--- config.mk ---
export PLATFORM = sky130hd
export DESIGN_NAME = nplm_front
export DESIGN_NICKNAME = d
export VERILOG_FILES = /design/src/hdl/nplm_pkg.sv /design/src/hdl/nplm_front.sv
export SDC_FILE = /design/constraint.sdc
export NUM_CORES = 1
export LEC_CHECK = 0
export ABC_AREA = 0
export BUFFER_PORTS_ARGS = -buffer_cell sky130_fd_sc_hd__buf_2
export CAP_MARGIN = 20
export CELL_PAD_IN_SITES_DETAIL_PLACEMENT = 1
export CELL_PAD_IN_SITES_GLOBAL_PLACEMENT = 2
export CORE_UTILIZATION = 26
export DETAILED_ROUTE_END_ITERATION = 12
export PLACE_DENSITY = 0.68
export SLEW_MARGIN = 30
export SYNTH_ARGS = -nofsm -noshare
export SYNTH_HDL_FRONTEND = slang
export SYNTH_SLANG_ARGS = --single-unit
export TNS_END_PERCENT = 50
--- constraint.sdc ---
create_clock -name clk -period 5.08 [get_ports clk]
set_input_delay 0.762 -clock clk [delete_from_list [all_inputs] [get_ports clk]]
set_output_delay 0.762 -clock clk [all_outputs]
set_load 0.005 [all_outputs]
--- src/hdl/nplm_pkg.sv ---
// Package for the nearest-peak label map: sizes, codes, the command record
// passed from the front end to the back end, and shared coordinate helpers.
// Used by the front end, the back end and the top level; depends on nothing.
package nplm_pkg;

  localparam int MAX_WIDTH  = 256;
  localparam int MAX_HEIGHT = 256;
  localparam int MAX_PEAKS  = 256;
  localparam int RADIUS     = 10;

  localparam int MAP_DEPTH  = MAX_WIDTH * MAX_HEIGHT;
  localparam int MAP_ADDR_W = $clog2(MAP_DEPTH);
  localparam int IDX_W      = $clog2(MAX_PEAKS);
  localparam int CNT_W      = $clog2(MAX_PEAKS + 1);
  localparam int ENT_W      = IDX_W + 1;

  localparam int COORD_W    = 11;
  localparam int POS_W      = COORD_W + 1;
  localparam int QD_W       = POS_W + 1;
  localparam int PEAK_W     = 2 * COORD_W;
  localparam int CFG_W      = 9;
  localparam int OUT_IDX_W  = 8;

  localparam int DIST_W     = $clog2(RADIUS + 1);
  localparam int OFS_W      = DIST_W + 1;

  localparam int DATA_W     = 32;
  localparam int CFG_ADDR_W = 3;
  localparam int CFG_SEL_LSB = 2;

  localparam logic [CFG_W-1:0] DIM_RESET = CFG_W'(256);

  localparam logic REG_IMAGE_WIDTH  = 1'b0;
  localparam logic REG_IMAGE_HEIGHT = 1'b1;

  localparam logic REQ_ADD   = 1'b0;
  localparam logic REQ_QUERY = 1'b1;

  localparam logic STATUS_OK   = 1'b0;
  localparam logic STATUS_FULL = 1'b1;

  localparam logic signed [OFS_W-1:0] OFS_R1  = OFS_W'(RADIUS - 1);
  localparam logic signed [OFS_W-1:0] OFS_ONE = OFS_W'(1);
  localparam logic [DIST_W-1:0]       DIST_R1 = DIST_W'(RADIUS - 1);

  typedef enum logic [1:0] {
    CMD_ADD   = 2'd0,
    CMD_QUERY = 2'd1,
    CMD_FULL  = 2'd2
  } cmd_kind_t;

  typedef struct packed {
    cmd_kind_t                  kind;
    logic                       in_image;
    logic signed [COORD_W-1:0]  x;
    logic signed [COORD_W-1:0]  y;
    logic [IDX_W-1:0]           idx;
  } cmd_t;

  typedef struct packed {
    logic pop;
    logic clearing;
  } back_stat_t;

  function automatic logic [CFG_W-1:0] eff_dim(input logic [CFG_W-1:0] raw, input int lim);
    logic [CFG_W-1:0] r;
    r = (32'(raw) > lim) ? CFG_W'(lim) : raw;
    return r;
  endfunction

  function automatic logic pos_inside(input logic signed [POS_W-1:0] x,
                                      input logic signed [POS_W-1:0] y,
                                      input logic [CFG_W-1:0] w,
                                      input logic [CFG_W-1:0] h);
    logic ok;
    ok = !x[POS_W-1] && !y[POS_W-1] &&
         ($unsigned(x) < POS_W'(w)) && ($unsigned(y) < POS_W'(h));
    return ok;
  endfunction

  function automatic logic [MAP_ADDR_W-1:0] map_addr(input logic signed [POS_W-1:0] x,
                                                      input logic signed [POS_W-1:0] y);
    logic [MAP_ADDR_W-1:0] a;
    a = MAP_ADDR_W'($unsigned(y)) * MAP_ADDR_W'(MAX_WIDTH) + MAP_ADDR_W'($unsigned(x));
    return a;
  endfunction

  function automatic logic [DIST_W-1:0] ofs_mag(input logic signed [OFS_W-1:0] v);
    logic signed [OFS_W-1:0] m;
    m = v[OFS_W-1] ? -v : v;
    return m[DIST_W-1:0];
  endfunction

  function automatic logic [POS_W-1:0] pos_absdiff(input logic signed [POS_W-1:0] a,
                                                   input logic signed [POS_W-1:0] b);
    logic signed [POS_W:0] d;
    logic signed [POS_W:0] m;
    d = (POS_W+1)'(a) - (POS_W+1)'(b);
    m = d[POS_W] ? -d : d;
    return m[POS_W-1:0];
  endfunction

endpackage

--- src/hdl/nplm_front.sv ---
// Front end: accepts requests, classifies them, hands out peak indexes and
// queues commands for the back end. Depends on nplm_pkg.
module nplm_front import nplm_pkg::*; (
  input  logic                       clk,
  input  logic                       rst,
  input  logic                       req_valid,
  output logic                       req_ready,
  input  logic                       req_type,
  input  logic signed [COORD_W-1:0]  pos_x,
  input  logic signed [COORD_W-1:0]  pos_y,
  input  logic [CFG_W-1:0]           eff_width,
  input  logic [CFG_W-1:0]           eff_height,
  input  back_stat_t                 back_stat,
  output logic                       cmd_valid,
  output cmd_t                       cmd
);

  localparam int Q_DEPTH = 2;
  localparam int QPTR_W  = $clog2(Q_DEPTH);
  localparam int QCNT_W  = $clog2(Q_DEPTH + 1);

  cmd_t              q_mem [Q_DEPTH];
  logic [QPTR_W-1:0] wr_ptr;
  logic [QPTR_W-1:0] rd_ptr;
  logic [QCNT_W-1:0] q_cnt;
  logic [CNT_W-1:0]  n_peaks;
  logic              push;
  logic              pop;
  cmd_t              new_cmd;

  assign req_ready = (q_cnt != QCNT_W'(Q_DEPTH)) && !back_stat.clearing;
  assign push      = req_valid && req_ready;
  assign pop       = back_stat.pop && cmd_valid;
  assign cmd_valid = (q_cnt != '0);
  assign cmd       = q_mem[rd_ptr];

  always_comb begin
    new_cmd.x        = pos_x;
    new_cmd.y        = pos_y;
    new_cmd.idx      = n_peaks[IDX_W-1:0];
    new_cmd.in_image = pos_inside(POS_W'(pos_x), POS_W'(pos_y), eff_width, eff_height);
    if (req_type == REQ_QUERY) begin
      new_cmd.kind = CMD_QUERY;
    end else if (n_peaks == CNT_W'(MAX_PEAKS)) begin
      new_cmd.kind = CMD_FULL;
    end else begin
      new_cmd.kind = CMD_ADD;
    end
  end

  always_ff @(posedge clk) begin
    if (rst) begin
      wr_ptr  <= '0;
      rd_ptr  <= '0;
      q_cnt   <= '0;
      n_peaks <= '0;
    end else begin
      if (push) begin
        wr_ptr <= (wr_ptr == QPTR_W'(Q_DEPTH - 1)) ? '0 : wr_ptr + QPTR_W'(1);
        if (new_cmd.kind == CMD_ADD) begin
          n_peaks <= n_peaks + CNT_W'(1);
        end
      end
      if (pop) begin
        rd_ptr <= (rd_ptr == QPTR_W'(Q_DEPTH - 1)) ? '0 : rd_ptr + QPTR_W'(1);
      end
      q_cnt <= q_cnt + QCNT_W'(push) - QCNT_W'(pop);
    end
  end

  always_ff @(posedge clk) begin
    if (push) begin
      q_mem[wr_ptr] <= new_cmd;
    end
  end

  a_count_bound: assert property (@(posedge clk) disable iff (rst)
    n_peaks <= CNT_W'(MAX_PEAKS))
    else $error("peak count beyond store size");

  a_queue_empty_clear: assert property (@(posedge clk) disable iff (rst)
    back_stat.clearing |-> (q_cnt == '0))
    else $error("command queued during clearing pass");

  a_count_advance: assert property (@(posedge clk) disable iff (rst)
    (push && new_cmd.kind == CMD_ADD) |=> (n_peaks == $past(n_peaks) + CNT_W'(1)))
    else $error("peak count did not advance on add");

endmodule

Word-level counts from Yosys, hierarchy flattened
Memory sizes are Yosys's and may differ from the RTL's. A register that Yosys moved wholly into a read port is not among the register bits.
Cells that the tools add are included.
{"block": "word_totals", "register_bits": 13, "ramBits": 66, "in_bits": 46, "elab_cells": 34, "mem_count": 1}
{"memory": "q_mem", "depth": 2, "width": 33, "rd": 1, "rd_ports_with_merged_regs": 1, "write_ports": 1, "line": "nplm_front.sv:22", "source": "cmd_t q_mem [Q_DEPTH];"}
{"block": "op_classes", "add_sub_neg": 5, "n_lt_le_gt_ge": 2, "n_eq_ne": 2, "mux": 8, "reduce_logical": 12}
{"cell": "$lt 12x9->1", "count": 2}
{"cell": "$add 9x1->9 const B", "count": 1}
{"cell": "$eq 9x9->1 const B", "count": 1}
{"cell": "$logic_and 1x1->1", "count": 6}
{"cell": "$mux 1", "count": 6}
{"cell": "$mux 2", "count": 2}
{"cell": "$logic_not 1->1", "count": 3}
{"cell": "$add 1x1->1 const B", "count": 2}
{"cell": "$add 2x1->2", "count": 1}
{"cell": "$logic_not 2->1", "count": 1}
{"cell": "$ne 2x2->1 const B", "count": 1}
{"cell": "$reduce_and 2->1", "count": 1}
{"cell": "$reduce_bool 2->1", "count": 1}
{"cell": "$sub 2x1->2", "count": 1}

Depth between registers and ports, before layout
{"block": "logic_depth", "depth_word": 5, "ltp_mapped": 9, "depth_no_buf": 9}

Worst setup path before layout
Ideal clock, no wire load.
{"block": "synth_timing", "path_kind": "input -> register", "start": "in req_valid", "end": "mem q_mem[0][0] in the netlist's numbering, enable pin", "setup_time_ps": 423, "arrival_ps": 2597, "required_time_ps": 4657, "path_slack_ps": 2060, "path_stages": 4, "path_buffers": 0, "cell_sequence": "inv_1 > nor3_1 > inv_1 > nor2_1"}
{"block": "synth_between", "elab_chain_cells": 3}
{"item": "from (decl)", "line": "nplm_front.sv:6", "source": "input logic req_valid,"}
{"item": "$logic_and 1x1->1", "line": "nplm_front.sv:32", "source": "assign push = req_valid && req_ready;"}
{"item": "$mux 1", "line": "nplm_front.sv:72", "source": "if (push) begin"}
{"item": "$mux 1 (implied by the code)", "line": "nplm_front.sv:73", "source": "q_mem[wr_ptr] <= new_cmd;"}
{"item": "to (decl)", "line": "nplm_front.sv:22"}
No other way between the ends.

==> summary.md <==
| Metric | Value |
|---|---|
| Die height | `118.5 um` |
| Top cell type's share of synthesized area | `0.5619` |
| Cts hold-fix bufs | `0` |
| Cell Rows | `42` |
| Vias per inst | `4.256` |
| Ys Warns | `0` |
| Endpoints failing setup | `0` |
| Max Cap Viol | `0` |
| Largest net degree at the start of global routing | `34` |
| Cell leakage power | `1.751 nW` |
| Worst Path Max Fanout | `33` |
| I/O pin count | `81` |
| CTS H-tree depth | `3` |
| Postcts setup bufs | `0` |
| Drt pass-1 iters | `4` |
| Setup crit end kind | `output port` |
| Detail Route Antenna Nets | `0` |
| Clock network power share | `0.382` |
| Vias in the first global route | `2334` |
| Global-route wire length before repair | `11.89 mm` |
| Highest-delay cell along the critical path | `dfxtp_2` |
| Routability cong. | `0.7388` |
| Area leader, netlist | `edfxtp_1` |
| Skew final | `0.005194 ns` |
| Unrepaired setup endpoints after global routing | `no` |
| Initial antenna violation count | `0` |
| Tot Pwr | `1.871 mW` |
| NetSw | `437.3 uW` |
| Die width | `118.5 um` |
| Async SR Flop Fraction | `0` |
| Worst Tran Pin Value | `0.8599 ns` |
| CTS tree | `built` |
| # fillers | `1446` |
| Peak VDD IR | `0.0003105 V` |
| Starting Density | `0.2663` |
| Yosys reg bits | `80` |
| Hold Fails Final Rpt | `0` |
| Vias | `2192` |
| Max stage delay on crit path | `0.86 ns` |
| DP Cell Count | `500` |
| Core area | `13240 um2` |
| Post-route minimum period | `2.529 ns` |
| Arrival time worst endpoint | `1.77 ns` |
| Post-Syn Instances | `250` |
| Sequential fraction of design power | `0.439` |
| Cell Pwr Density | `417.3 nW/um2` |
| Net Sw Frac | `0.2337` |
| Comb pwr share | `0.179` |
| Max transition margin | `0.4267` |
| Fmax | `0.3954 GHz` |
| Final core utilization | `0.3386` |
| Setup tns final | `0 ns` |
| Worst Setup Start Kind | `flop` |
| Synth cell count leaders | `66 x edfxtp_1, 35 x mux2_2, 25 x inv_1, 21 x nor2_1, 20 x ha_1` |
| Total length of routed wires | `7.357 mm` |
| Crit Path Class | `flop to output port` |
| R2R Setup Slk | `3.03 ns` |
| Net count, final | `401` |
| Maximum buffer depth of the clock tree | `2` |
| Post_cts resized | `0` |
| GRT Util Overall | `0.1124` |
| Wirelength per Cell | `14.29 um` |
| Share of cells above drive strength 1 | `0.3982` |
| Global route overflow | `0` |
| Drt drc | `0` |
| Setup ws final | `2.551 ns` |
| Int Pwr | `1.434 mW` |
| Crit path max-delay family | `flip-flops` |
| Ant. Diodes | `0` |
| Yosys cell types | `35` |
| Fin. max-slew vios | `0` |
| Count leader, synth | `edfxtp_1` |
| Worst Path Buf+Inv | `1` |
| Sequential area share after synthesis | `0.6414` |
| Area grow syn2layout | `27.14%` |
| Class of the worst hold path | `flop to flop` |
| Iter 0 DRT Violations | `50` |
| Synth area leaders | `edfxtp_1 56%, mux2_2 11%, dfxtp_1 7.9%` |
| Sink Count | `80` |
| Req. time, crit path | `4.32 ns` |
| Skew-Pair Late Insertion Delay | `0.33 ns` |
| Primary FF master, synth | `edfxtp_1` |
| Hpwl dp | `5.318 mm` |
| Post-synth EDFFs | `66` |
| Final Cycle Share | `0.4979` |
| CTS Buf Count | `9` |
| Non-Filler Instances | `515` |
| Worst-path clk slew | `0.06 ns` |
| Synthesized cell area | `3527 um2` |
| Setup WS pre-CTS | `2.519 ns` |
| Worst path cell trace | `mux2_2 > buf_2` |
| IO Port Bufs | `80` |
| Synthesized Nets | `316` |
| Post-Syn Area per Cell | `14.11 um2` |
| Status | `completed` |
| Die ar. | `14040 um2` |
| Root buffer cell | `clkbuf_16` |
-- worst paths after layout --
path | start | endpoint | cells past startpoint
max | flop | cmd[0] | 2
min | rd_ptr | flop | 2
max reg2reg | n_peaks[1] | n_peaks[6] | 5
min reg2reg | rd_ptr | flop | 2
-- stage by stage --
step           area, um2  hold slack, ns
6_report            4484          0.5162
5_1_grt             4484          0.5369
4_1_cts             4484          0.5203
3_5_place_dp        4158          0.5042
3_3_place_gp        4130          0.4998
2_1_floorplan       3527          0.4811
-- logic make-up after synthesis --
group / count (synthesis) / synth area share
flip-flops: 80 / 0.6414
AND/OR/NAND/NOR: 56 / 0.08620
multiplexers: 36 / 0.1146
buffers and inverters: 32 / 0.03441
AO/OA/AOI/OAI: 21 / 0.04009
adder cells (fa/ha/maj): 20 / 0.07095
XOR/XNOR: 5 / 0.01242
-- power by group through the flow --
| stage | combinational (mW) | clock (mW) | sequential (mW) |
|---|---|---|---|
| 2_1_floorplan | 0.228 | 0 | 0.797 |
| 3_3_place_gp | 0.332 | 0 | 0.839 |
| 3_5_place_dp | 0.343 | 0 | 0.840 |
| 4_1_cts | 0.347 | 0.735 | 0.827 |
| 5_1_grt | 0.374 | 0.757 | 0.834 |
| 6_report | 0.334 | 0.715 | 0.822 |
-- layer usage --
metal	vias up	wire, um	share of wire	GRT usage
met5	-	0	0	0
met3	11	380	0.052	0.04392
met2	51	3597	0.49	0.1912
li1	1086	-	-	-
met4	0	73	0.0099	0.03085
met1	1044	3306	0.45	0.1313
-- flip-flops by register name (all words and copies together), names as in the netlist, named ones only --
| register | count |
|---|---|
| q_cnt | 2 |
| q_mem | 66 |
| n_peaks | 9 |
| rd_ptr | 1 |
| wr_ptr | 1 |
-- layout make-up --
cell class              count  area [um2]  share of cell area
flip-flops and latches     80        2263              0.5047
multi-input cells         138        1152              0.2570
repair buffers             81       427.9             0.09542
clock buffers              11       232.7             0.05190
well taps                 176       220.2             0.04911
clock inverters             4       93.84             0.02093
inverters                  25       93.84             0.02093
-- worst min-delay path, cell delays in order (launching register included) --
cell,delay [ns]
dfxtp_1,0.32
xnor2_1,0.09
nor2_1,0.08
-- cells in the final DEF, fill, tap and decap left out, types with 5 or more instances in the layout --
cell type  synthesis  final
nand3_1            6      6
nand2b_1           5      5
nor2_1            21     20
dfxtp_1           14     13
edfxtp_1          66     66
mux2_2            35     35
a21oi_1            9      9
ha_1              20     20
clkbuf_16          0      9
buf_2              1     80
inv_1             25     25
(Power assumes the default switching activity.)
